<file path="src/rtl/core/csvfnc_pkg.sv">
// Shared types and constants for the CSV field numeric classifier.
`timescale 1ns / 1ps
`default_nettype none

package csvfnc_pkg;

  localparam int VALUE_BITS_DEF = 64;
  localparam int BOUND_W        = 63;
  localparam int REG_IDX_W      = 2;
  localparam int EXP_W          = 32;

  // Register indexes on the configuration port
  localparam logic [REG_IDX_W-1:0] REG_INT_BOUND       = 2'd0;
  localparam logic [REG_IDX_W-1:0] REG_LONG_BOUND      = 2'd1;
  localparam logic [REG_IDX_W-1:0] REG_LONG_LONG_BOUND = 2'd2;

  localparam logic [BOUND_W-1:0] INT_BOUND_RST       = 63'd2147483647;
  localparam logic [BOUND_W-1:0] LONG_BOUND_RST      = '1;
  localparam logic [BOUND_W-1:0] LONG_LONG_BOUND_RST = '1;

  // Result type codes
  localparam logic [2:0] TYPE_NULL      = 3'd0;
  localparam logic [2:0] TYPE_STRING    = 3'd1;
  localparam logic [2:0] TYPE_INT       = 3'd2;
  localparam logic [2:0] TYPE_LONG      = 3'd3;
  localparam logic [2:0] TYPE_LONG_LONG = 3'd4;
  localparam logic [2:0] TYPE_DOUBLE    = 3'd5;

  // Characters the scanner reacts to
  localparam logic [7:0] CH_SPACE = 8'h20;
  localparam logic [7:0] CH_MINUS = 8'h2D;
  localparam logic [7:0] CH_POINT = 8'h2E;
  localparam logic [7:0] CH_E_LO  = 8'h65;
  localparam logic [7:0] CH_E_UP  = 8'h45;
  localparam logic [7:0] CH_PLUS  = 8'h2B;
  localparam logic [7:0] CH_ZERO  = 8'h30;
  localparam logic [7:0] CH_NINE  = 8'h39;

  // Exponent magnitude cap before the sign is applied
  localparam logic [EXP_W-1:0] EXP_CAP     = 32'h8000_0000;
  localparam logic [EXP_W-1:0] EXP_POS_MAX = 32'h7FFF_FFFF;
  localparam logic [5:0]       PLACES_MAX  = 6'd63;

  // Per-segment permission and status flags
  typedef struct packed {
    logic flt;     // point seen
    logic has;     // digit seen
    logic digit;   // digits allowed
    logic dot;     // point allowed
    logic neg;     // minus allowed
    logic ws;      // spaces allowed
  } seg_flags_t;

  localparam seg_flags_t SF_RESET = '{flt: 1'b0, has: 1'b0, digit: 1'b1,
                                      dot: 1'b1, neg: 1'b1, ws: 1'b1};

  typedef struct packed {
    logic [7:0] character;
    logic       is_last;
    logic       field_empty;
  } item_t;

  typedef struct packed {
    logic [2:0]        type_code;
    logic              negative;
    logic [63:0]       integer_value;
    logic              integer_saturated;
    logic [63:0]       fraction_value;
    logic [5:0]        fraction_places;
    logic signed [31:0] exponent_value;
    logic              value_exact;
  } result_t;

endpackage

`default_nettype wire

</file>
<file path="src/rtl/core/csv_field_numeric_classifier_core.sv">
// Top level: per-character CSV field scanner with numeric type classification.
`timescale 1ns / 1ps
`default_nettype none

// Takes one character of a CSV field per transfer and, on the field's last
// character (or an empty-field marker), delivers one result: the field type
// (null, string, int, long, long long, double) plus sign, integer digits,
// fraction digits, fraction places and decimal exponent. Non-final characters
// produce no result. A new character is accepted every clock cycle; result_valid
// is set when the field's last character passes from the input register to the
// result register. The rate is set by the update of the field state (flags and
// multiply-by-ten accumulators) from the registered character. Input stalls
// only while a finished result waits in the output register and the next field
// end is up.
// The bound registers may be written only while the block is idle.
module csv_field_numeric_classifier_core #(
  parameter int VALUE_BITS = csvfnc_pkg::VALUE_BITS_DEF
) (
  input  wire logic                              clk,
  input  wire logic                              rst,
  input  wire logic                              cfg_write,
  input  wire logic [csvfnc_pkg::REG_IDX_W-1:0]  cfg_index,
  input  wire logic [csvfnc_pkg::BOUND_W-1:0]    cfg_data,
  input  wire logic                              item_valid,
  output logic                                   item_ready,
  input  wire csvfnc_pkg::item_t                 item,
  output logic                                   result_valid,
  input  wire logic                              result_ready,
  output csvfnc_pkg::result_t                    result
);

  localparam int PW = VALUE_BITS + 4;
  localparam int EW = csvfnc_pkg::EXP_W;
  localparam logic [VALUE_BITS-1:0] VMAX = '1;

  // Bound registers
  logic [csvfnc_pkg::BOUND_W-1:0] int_bound, long_bound, long_long_bound;

  // Input stage
  logic               item_v;
  csvfnc_pkg::item_t  item_r;

  // Field state
  csvfnc_pkg::seg_flags_t seg_flags, seg_flags_next;
  logic                   prev_digit, prev_digit_next;
  logic                   rejected, rejected_next;
  logic [1:0]             exp_level, exp_level_next;
  logic                   plus_skip, plus_skip_next;
  logic                   mant_neg, mant_neg_next;
  logic [VALUE_BITS-1:0]  int_acc, int_acc_next;
  logic                   int_sat, int_sat_next;
  logic [VALUE_BITS-1:0]  frac_acc, frac_acc_next;
  logic                   frac_sat, frac_sat_next;
  logic [5:0]             frac_cnt, frac_cnt_next;
  logic                   places_sat, places_sat_next;
  logic [EW-1:0]          exp_acc, exp_acc_next;
  logic                   exp_sat, exp_sat_next;
  logic                   exp_neg, exp_neg_next;
  logic                   exp_frac_nz, exp_frac_nz_next;

  logic                   need_res, advance;
  csvfnc_pkg::result_t    result_next;

  assign need_res   = item_r.is_last | item_r.field_empty;
  assign advance    = item_v & (~need_res | ~result_valid | result_ready);
  assign item_ready = ~item_v | advance;

  // Digit arithmetic: acc*10 + d, overflow when the product passes the cap
  logic [7:0]    ch;
  logic          is_dig;
  logic [3:0]    dval;
  logic [PW-1:0] int_ext, int_prod, frac_ext, frac_prod;
  logic          int_ovf, frac_ovf;
  logic [EW+3:0] exp_ext, exp_prod;
  logic          exp_ovf;

  assign ch     = item_r.character;
  assign is_dig = (ch >= csvfnc_pkg::CH_ZERO) && (ch <= csvfnc_pkg::CH_NINE);
  assign dval   = ch[3:0];

  assign int_ext   = PW'(int_acc);
  assign int_prod  = (int_ext << 3) + (int_ext << 1) + PW'(dval);
  assign int_ovf   = |int_prod[PW-1:VALUE_BITS];
  assign frac_ext  = PW'(frac_acc);
  assign frac_prod = (frac_ext << 3) + (frac_ext << 1) + PW'(dval);
  assign frac_ovf  = |frac_prod[PW-1:VALUE_BITS];
  assign exp_ext   = (EW+4)'(exp_acc);
  assign exp_prod  = (exp_ext << 3) + (exp_ext << 1) + (EW+4)'(dval);
  assign exp_ovf   = exp_prod > (EW+4)'(csvfnc_pkg::EXP_CAP);

  // Field state update for the registered character
  always_comb begin
    logic skip;
    skip             = 1'b0;
    seg_flags_next   = seg_flags;
    prev_digit_next  = prev_digit;
    rejected_next    = rejected;
    exp_level_next   = exp_level;
    plus_skip_next   = plus_skip;
    mant_neg_next    = mant_neg;
    int_acc_next     = int_acc;
    int_sat_next     = int_sat;
    frac_acc_next    = frac_acc;
    frac_sat_next    = frac_sat;
    frac_cnt_next    = frac_cnt;
    places_sat_next  = places_sat;
    exp_acc_next     = exp_acc;
    exp_sat_next     = exp_sat;
    exp_neg_next     = exp_neg;
    exp_frac_nz_next = exp_frac_nz;
    if (!rejected) begin
      // one '+' may directly follow an exponent mark
      if (plus_skip) begin
        plus_skip_next = 1'b0;
        if (ch == csvfnc_pkg::CH_PLUS) begin
          prev_digit_next = 1'b0;
          skip            = 1'b1;
        end
      end
      if (!skip) begin
        prev_digit_next = is_dig;
        if (ch == csvfnc_pkg::CH_SPACE) begin
          if (!seg_flags.ws) begin
            if (prev_digit) begin
              seg_flags_next.digit = 1'b0;
              seg_flags_next.ws    = 1'b1;
            end else begin
              rejected_next = 1'b1;
            end
          end
        end else if (ch == csvfnc_pkg::CH_MINUS) begin
          if (!seg_flags.neg) rejected_next = 1'b1;
          else seg_flags_next.neg = 1'b0;
        end else if (ch == csvfnc_pkg::CH_POINT) begin
          if (!seg_flags.dot) begin
            rejected_next = 1'b1;
          end else begin
            seg_flags_next.dot = 1'b0;
            seg_flags_next.flt = 1'b1;
          end
        end else if (ch == csvfnc_pkg::CH_E_LO || ch == csvfnc_pkg::CH_E_UP) begin
          if (!seg_flags.flt) begin
            rejected_next = 1'b1;
          end else begin
            if (exp_level == 2'd0) mant_neg_next = ~seg_flags.neg;
            else if (exp_level == 2'd1) exp_neg_next = ~seg_flags.neg;
            if (exp_level != 2'd2) exp_level_next = exp_level + 2'd1;
            seg_flags_next  = csvfnc_pkg::SF_RESET;
            plus_skip_next  = 1'b1;
            prev_digit_next = 1'b0;
          end
        end else if (is_dig) begin
          seg_flags_next.has = 1'b1;
          if (!seg_flags.digit) begin
            rejected_next = 1'b1;
          end else begin
            seg_flags_next.ws = 1'b0;
            if (exp_level == 2'd0) begin
              if (seg_flags.flt) begin
                if (!frac_sat) begin
                  if (frac_ovf) begin
                    frac_acc_next = VMAX;
                    frac_sat_next = 1'b1;
                  end else begin
                    frac_acc_next = frac_prod[VALUE_BITS-1:0];
                  end
                end
                if (frac_cnt == csvfnc_pkg::PLACES_MAX) places_sat_next = 1'b1;
                else frac_cnt_next = frac_cnt + 6'd1;
              end else if (!int_sat) begin
                if (int_ovf) begin
                  int_acc_next = VMAX;
                  int_sat_next = 1'b1;
                end else begin
                  int_acc_next = int_prod[VALUE_BITS-1:0];
                end
              end
            end else if (exp_level == 2'd1) begin
              if (seg_flags.flt) begin
                if (dval != 4'd0) exp_frac_nz_next = 1'b1;
              end else if (!exp_sat) begin
                if (exp_ovf) begin
                  exp_acc_next = csvfnc_pkg::EXP_CAP;
                  exp_sat_next = 1'b1;
                end else begin
                  exp_acc_next = exp_prod[EW-1:0];
                end
              end
            end
          end
        end else begin
          rejected_next = 1'b1;
        end
      end
    end
  end

  // Field-end classification from the updated state
  always_comb begin
    logic [2:0]    tcode;
    logic          neg_f, eneg_f, esat_f, exact_f;
    logic [EW-1:0] expo;
    tcode  = csvfnc_pkg::TYPE_NULL;
    neg_f  = 1'b0;
    eneg_f = exp_neg_next;
    if (item_r.field_empty) begin
      tcode = csvfnc_pkg::TYPE_NULL;
    end else if (rejected_next) begin
      tcode = csvfnc_pkg::TYPE_STRING;
    end else if (exp_level_next == 2'd0) begin
      if (seg_flags_next.has) begin
        neg_f = ~seg_flags_next.neg;
        if (seg_flags_next.flt || int_sat_next)
          tcode = csvfnc_pkg::TYPE_DOUBLE;
        else if (64'(int_acc_next) < {1'b0, int_bound})
          tcode = csvfnc_pkg::TYPE_INT;
        else if (64'(int_acc_next) < {1'b0, long_bound})
          tcode = csvfnc_pkg::TYPE_LONG;
        else if (64'(int_acc_next) < {1'b0, long_long_bound})
          tcode = csvfnc_pkg::TYPE_LONG_LONG;
        else
          tcode = csvfnc_pkg::TYPE_DOUBLE;
      end
    end else if (seg_flags_next.has) begin
      tcode = csvfnc_pkg::TYPE_DOUBLE;
      neg_f = mant_neg_next;
      if (exp_level_next == 2'd1) eneg_f = ~seg_flags_next.neg;
    end else begin
      tcode = csvfnc_pkg::TYPE_STRING;
    end

    esat_f = exp_sat_next;
    if (eneg_f) begin
      expo = EW'(0) - exp_acc_next;
    end else if (exp_acc_next[EW-1]) begin
      expo   = csvfnc_pkg::EXP_POS_MAX;
      esat_f = 1'b1;
    end else begin
      expo = exp_acc_next;
    end
    exact_f = ~(int_sat_next | frac_sat_next | places_sat_next | esat_f |
                exp_level_next[1] | exp_frac_nz_next);

    result_next           = '0;
    result_next.type_code = tcode;
    if (tcode != csvfnc_pkg::TYPE_NULL && tcode != csvfnc_pkg::TYPE_STRING) begin
      result_next.negative          = neg_f;
      result_next.integer_value     = 64'(int_acc_next);
      result_next.integer_saturated = int_sat_next;
      result_next.fraction_value    = 64'(frac_acc_next);
      result_next.fraction_places   = frac_cnt_next;
      result_next.exponent_value    = expo;
      result_next.value_exact       = exact_f;
    end
  end

  // Configuration registers
  always_ff @(posedge clk) begin
    if (rst) begin
      int_bound       <= csvfnc_pkg::INT_BOUND_RST;
      long_bound      <= csvfnc_pkg::LONG_BOUND_RST;
      long_long_bound <= csvfnc_pkg::LONG_LONG_BOUND_RST;
    end else if (cfg_write) begin
      unique case (cfg_index)
        csvfnc_pkg::REG_INT_BOUND:       int_bound       <= cfg_data;
        csvfnc_pkg::REG_LONG_BOUND:      long_bound      <= cfg_data;
        csvfnc_pkg::REG_LONG_LONG_BOUND: long_long_bound <= cfg_data;
        default: ;
      endcase
    end
  end

  // Input register
  always_ff @(posedge clk) begin
    if (rst) begin
      item_v <= 1'b0;
    end else if (item_valid && item_ready) begin
      item_v <= 1'b1;
    end else if (advance) begin
      item_v <= 1'b0;
    end
  end

  always_ff @(posedge clk) begin
    if (item_valid && item_ready) item_r <= item;
  end

  // Field state: cleared at reset and after every field end
  always_ff @(posedge clk) begin
    if (rst || (advance && need_res)) begin
      seg_flags   <= csvfnc_pkg::SF_RESET;
      prev_digit  <= 1'b0;
      rejected    <= 1'b0;
      exp_level   <= 2'd0;
      plus_skip   <= 1'b0;
      mant_neg    <= 1'b0;
      int_acc     <= '0;
      int_sat     <= 1'b0;
      frac_acc    <= '0;
      frac_sat    <= 1'b0;
      frac_cnt    <= '0;
      places_sat  <= 1'b0;
      exp_acc     <= '0;
      exp_sat     <= 1'b0;
      exp_neg     <= 1'b0;
      exp_frac_nz <= 1'b0;
    end else if (advance) begin
      seg_flags   <= seg_flags_next;
      prev_digit  <= prev_digit_next;
      rejected    <= rejected_next;
      exp_level   <= exp_level_next;
      plus_skip   <= plus_skip_next;
      mant_neg    <= mant_neg_next;
      int_acc     <= int_acc_next;
      int_sat     <= int_sat_next;
      frac_acc    <= frac_acc_next;
      frac_sat    <= frac_sat_next;
      frac_cnt    <= frac_cnt_next;
      places_sat  <= places_sat_next;
      exp_acc     <= exp_acc_next;
      exp_sat     <= exp_sat_next;
      exp_neg     <= exp_neg_next;
      exp_frac_nz <= exp_frac_nz_next;
    end
  end

  // Result register
  always_ff @(posedge clk) begin
    if (rst) begin
      result_valid <= 1'b0;
    end else if (advance && need_res) begin
      result_valid <= 1'b1;
    end else if (result_ready) begin
      result_valid <= 1'b0;
    end
  end

  always_ff @(posedge clk) begin
    if (advance && need_res) result <= result_next;
  end

  // Checks
  a_reset_clears: assert property (@(posedge clk)
    rst |=> !item_v && !result_valid && !rejected && exp_level == 2'd0)
    else $error("field state not cleared by reset");

  a_stall_only_on_full_out: assert property (@(posedge clk) disable iff (rst)
    !item_ready |-> result_valid && !result_ready)
    else $error("input stalled without a pending result");

  a_no_value_on_text: assert property (@(posedge clk) disable iff (rst)
    result_valid && (result.type_code == csvfnc_pkg::TYPE_NULL ||
                     result.type_code == csvfnc_pkg::TYPE_STRING)
    |-> result.integer_value == '0 && result.exponent_value == '0 &&
        !result.value_exact && !result.negative)
    else $error("null or string result carries value fields");

  a_int_sat_double: assert property (@(posedge clk) disable iff (rst)
    result_valid && result.integer_saturated
    |-> result.type_code == csvfnc_pkg::TYPE_DOUBLE && !result.value_exact)
    else $error("saturated integer not reported as inexact double");

  a_mantissa_no_exp: assert property (@(posedge clk) disable iff (rst)
    exp_level == 2'd0 |-> exp_acc == '0 && !exp_neg && !exp_frac_nz)
    else $error("exponent state set while still in mantissa");

endmodule

`default_nettype wire

</file>
<file path="config.mk">
export PLATFORM = sky130hd
export DESIGN_NAME = csv_field_numeric_classifier_core
export DESIGN_NICKNAME = d
export VERILOG_FILES = /design/src/rtl/core/csvfnc_pkg.sv /design/src/rtl/core/csv_field_numeric_classifier_core.sv
export SDC_FILE = /design/constraint.sdc
export NUM_CORES = 2
export LEC_CHECK = 0
export ABC_CLOCK_PERIOD_IN_PS = 18550
export BUFFER_PORTS_ARGS = -buffer_cell sky130_fd_sc_hd__buf_4
export CORE_MARGIN = 2
export CORE_UTILIZATION = 60
export DETAILED_ROUTE_END_ITERATION = 12
export GPL_ROUTABILITY_DRIVEN = 0
export PLACE_DENSITY = 0.77
export SYNTH_ARGS = -nofsm -noshare
export SYNTH_HDL_FRONTEND = slang
export SYNTH_SLANG_ARGS = --single-unit
</file>
<file path="constraint.sdc">
create_clock -name clk -period 18.55 [get_ports clk]
set_input_delay 3.71 -clock clk [delete_from_list [all_inputs] [get_ports clk]]
set_output_delay 3.71 -clock clk [all_outputs]
set_load 0.02 [all_outputs]
</file>
==> run summary <==
The flow ran to the end, and the final reports show no timing, DRC or antenna violations. The number of storage elements in the synthesis netlist was 557; the clock buffer count from CTS was 59. The H-tree was split into 2 levels. The tools report the number of antenna violations at the first check in global routing as 4. At the later pin of the worst-skew pair, clock insertion delay measures 0.65 ns. The number of cells traversed by the worst register-to-register path is 30. The largest fanout of any net on the critical path works out to 36.

The relative contribution of the clock network to total power was 43.8%. In this run the core area contains 93 standard-cell rows. In the routed layout, each cell is associated on average with a via count of 6.33. The slowest stage of the critical path is the o31ai_1 cell.

After Yosys synthesis, XOR and XNOR cells account for 3.31% of the synthesized area. The number of remaining DRC errors was 0. After detailed routing, the met3 layer carries 8980 um of wire. In this run, distinct cell masters in the synthesized netlist total 104. Summing the areas of all and, or, nand and nor instances in the mapped netlist gives 16.4% of the synthesized area. The uppermost metal layer occupied by signal nets is met4. Counting every net in the synthesized netlist gives 5206.

Buffers placed on the I/O ports in this run total 253. The worst hold path belongs to the class reg2reg. Detail-routed net length per standard cell: 20.3 um.

The type of destination of the critical path is a flip-flop. The run gives 0 as the number of slew-limit violations in the final report. Main combinational cell family by area after synthesis: compound AO/OA/AOI/OAI gates.

The top cell type by total area after synthesis was dfxtp_1. Of the post-synthesis cell area, the dominant cell type holds 19.2%. The endpoint identified for the worst register-to-register timing path is result[171]. The number of placed instances with taps included was 5494. By area the synthesized netlist is led by dfxtp_1 19%, ha_1 16%, edfxtp_1 14%. The post-route netlist has 9.92% of its cells at a drive strength greater than 1. Once detail routing completed, the nets flagged for antenna violations numbered 0.

254 I/O pins were placed. The total setup violations reported at the end of the flow is 0, and the post-layout net count is 5294. Once routing completed, OpenROAD measured the worst setup slack at 9.92 ns. Summing every instance area after synthesis gives 39100 um^2.

The hold violation count in the final report came out at 0. The mean area per synthesized cell was 8.47 um^2. The run gives 3 as the buffer depth of the longest clock path. The gate count of the mapped netlist was 4612; the arrival time of data at the critical path endpoint was 9.02 ns. The initial utilization of the core area, before any placement, comes to 60.6%. The number of non-filler instances in the completed layout is 5608, and the total routing resource utilization after global routing is 32.9%.

Global routing finished with a remaining overflow of 0. The detailed-route via count was 35514; the CTS sink count was 557. The fill cell total of the finished layout is 5429, and the core region area is 64500 um^2. Once layout is complete, the utilization of the core stands at 67.3%.

The setup TNS after final layout was 0 ns. The tool flagged a number of max-cap violations equal to 0. Counting flops with a built-in enable in the synthesized netlist gives 182. The post-CTS setup buffer count was 0; the register clock-pin slew on the reported worst setup and hold paths was 0.07 ns. Summing the areas of all compound-gate instances in the mapped netlist gives 25.0% of the synthesized area. The share of synthesized registers carrying an async set or reset is 0%.

The largest net degree at the start of global routing was 130; the ratio of total power to cell area was 66.4 nW/um^2. Measured along the y axis, the die boundary spans 259 um. For the initial detailed-routing violation count, the log shows 3331.

The run gives 32922 as the via count of the first global-routing pass. For the total routed wire length on the met1 layer, the log shows 49300 um. The time the final worst path needs with I/O delays and setup was 8.63 ns; the worst ir drop on vdd was 0.0000707 V.

For the placed wire-length estimate after detailed placement, the log shows 80900 um. Leading cell type by number of instances after synthesis: ha_1. Among all flip-flop cells after synthesis, the most frequent one is dfxtp_1. The run gives 33.2% as the share of synthesized area occupied by flip-flops and latches. TritonCTS built the clock tree. The logs give 2.12 mW for the internal power component and 10.8% for the combinational group share of total power. The final layout contains routed wiring with a total length of 114000 um. Setup repair after global routing left no endpoint under its margin. For this design, the CTS-stage hold fixing added 0 buffers. After layout, the worst path uses 46.5% of the clock period. Before CTS, the worst setup slack after placement is 10.21 ns. The x dimension of the die was 259 um. Summing the areas of all fa, ha and maj instances in the mapped netlist gives 16.6% of the synthesized area. The Yosys step of the flow raised 0 warnings. Switching power share of the total: 26.6%. The most critical setup path has its endpoint at result[171]. The worst register-to-register path begins at ch[3]. The count of cells resized by post-cts repair is 0. For this design the total switching power over the nets is 0.765 mW. In this run the clock root is driven by a clkbuf_16. The type of the worst setup path is reg2reg. The run gives 8.73% as the worst relative slew slack. Static timing analysis puts the maximum clock frequency at 116 MHz. The tools report the worst setup slack for register-to-register paths as 9.92 ns.

The slew at the pin with the worst max-slew slack is 1.36 ns, and the required arrival time at the worst endpoint is 18.94 ns. In this run, flip-flops and latches consume 45.4% of the power. For this run, the slowest stage of the critical path takes 0.63 ns.

The die outline area is 67200 um^2. By count the netlist is led by 508 x ha_1, 444 x nor2_1, 412 x a21oi_1. Clock skew on the completed layout was measured at 0.0279 ns. The mux contribution to synthesized area works out to 0.343%. Relative to the synthesized area, the layout overhead comes to 11.0%.

Detailed routing placed a total of 51700 um of wire on met2. For this design the static power due to leakage is 20.5 nW. For this run, the detailed router's first-pass iteration total came to 5. The wire length of the first global-routing pass was 179000 um.

The first element of the critical path was ch[3]. The worst setup path is launched from a flip-flop.
cells in the final DEF (no fill, tap or decap), types with 12 or more instances in the layout:
cell type,count
nand2_1,381
a211o_1,139
xor2_1,59
a21oi_1,412
a311oi_1,15
inv_1,258
o21bai_1,29
buf_4,279
a21o_1,150
a22oi_1,12
o211ai_1,40
nor2_1,440
o31ai_1,21
xnor2_1,87
o21ai_0,287
nand3_1,79
and2_1,50
ha_1,508
or3_1,13
o21ai_1,17
clkbuf_16,61
and3_1,38
nor4_1,22
nand2b_1,37
nand4_1,68
or2_2,15
edfxtp_1,182
nor2b_1,41
o21a_1,35
a211oi_1,62
dfxtp_1,375
a31oi_1,122
clkinv_2,12
nor3_1,136
kinds of logic (layout without fill, tap and decap cells):
group           after synthesis  count (layout)
simple gates               1376            1376
other cells                   0               3
flops                       557             557
compound gates             1493            1493
mux                          13              13
xor+xnor                    147             147
buf+inv                     512             650
fa+ha+maj                   514             514
routing by layer:
layer  vias up  global-route usage [%]
li1      17107                       -
met3       237                    4.91
met4         0                    12.7
met2      1403                    52.5
met5         -                       0
met1     16767                    45.1
registers in the layout, summed over array words and instances, names as in the netlist, 2 cells and up:
signal,cells
seg_flags,6
long_long_bound,63
int_acc,64
int_bound,63
frac_acc,64
exp_acc,32
exp_level,2
result,172
frac_cnt,6
item_r,2
ch,8
long_bound,63
power by group through the flow:
stage	clock network [mW]	registers [mW]	logic (mW)
2_1_floorplan	0	1.34	0.198
3_3_place_gp	0	1.33	0.299
3_5_place_dp	0	1.33	0.304
4_1_cts	1.27	1.31	0.306
5_1_grt	1.31	1.31	0.340
6_report	1.26	1.31	0.312
worst min-delay path by stage:
| stage | to | cells after the start | slack, ns | start |
|---|---|---|---|---|
| after floorplan | seg_flags[4] | 2 | 0.43 | seg_flags[4] |
| after global placement | int_bound[62] | 2 | 0.44 | int_bound[62] |
| after detailed placement | int_bound[36] | 2 | 0.45 | int_bound[36] |
| after CTS | seg_flags[4] | 2 | 0.45 | seg_flags[4] |
| after global routing | int_bound[62] | 2 | 0.48 | int_bound[62] |
| final | seg_flags[4] | 2 | 0.46 | seg_flags[4] |
per-stage QoR:
step | hold slack (ns) | cell area [um^2] | total power, mW
finish | 0.456 | 43400 | 2.88
global route | 0.476 | 43400 | 2.96
CTS | 0.454 | 43400 | 2.88
detailed placement | 0.446 | 41300 | 1.64
global placement | 0.443 | 41300 | 1.63
floorplan | 0.432 | 39100 | 1.54
cell type report:
class                      instances  area [um^2]  area share, %
antenna                            3         7.51         0.0173
clock buffer                      68         1560           3.60
clock inverter                    43          479           1.10
inverter                         259          980           2.26
multi-input combinational       3543        24200           55.8
sequential                       557        13000           29.9
tap                              855         1070           2.47
timing repair buffer             280         2110           4.88
critical path: cells and delay by family (launching register included):
family	cells	cell delay, ns
adders and majority gates	3	1.16
DFF	1	0.62
and+or+nand+nor	9	1.87
AOI/OAI and AO/OA	15	3.99
buffers and inverters	3	0.68
Power figures use the tool's default switching activity.
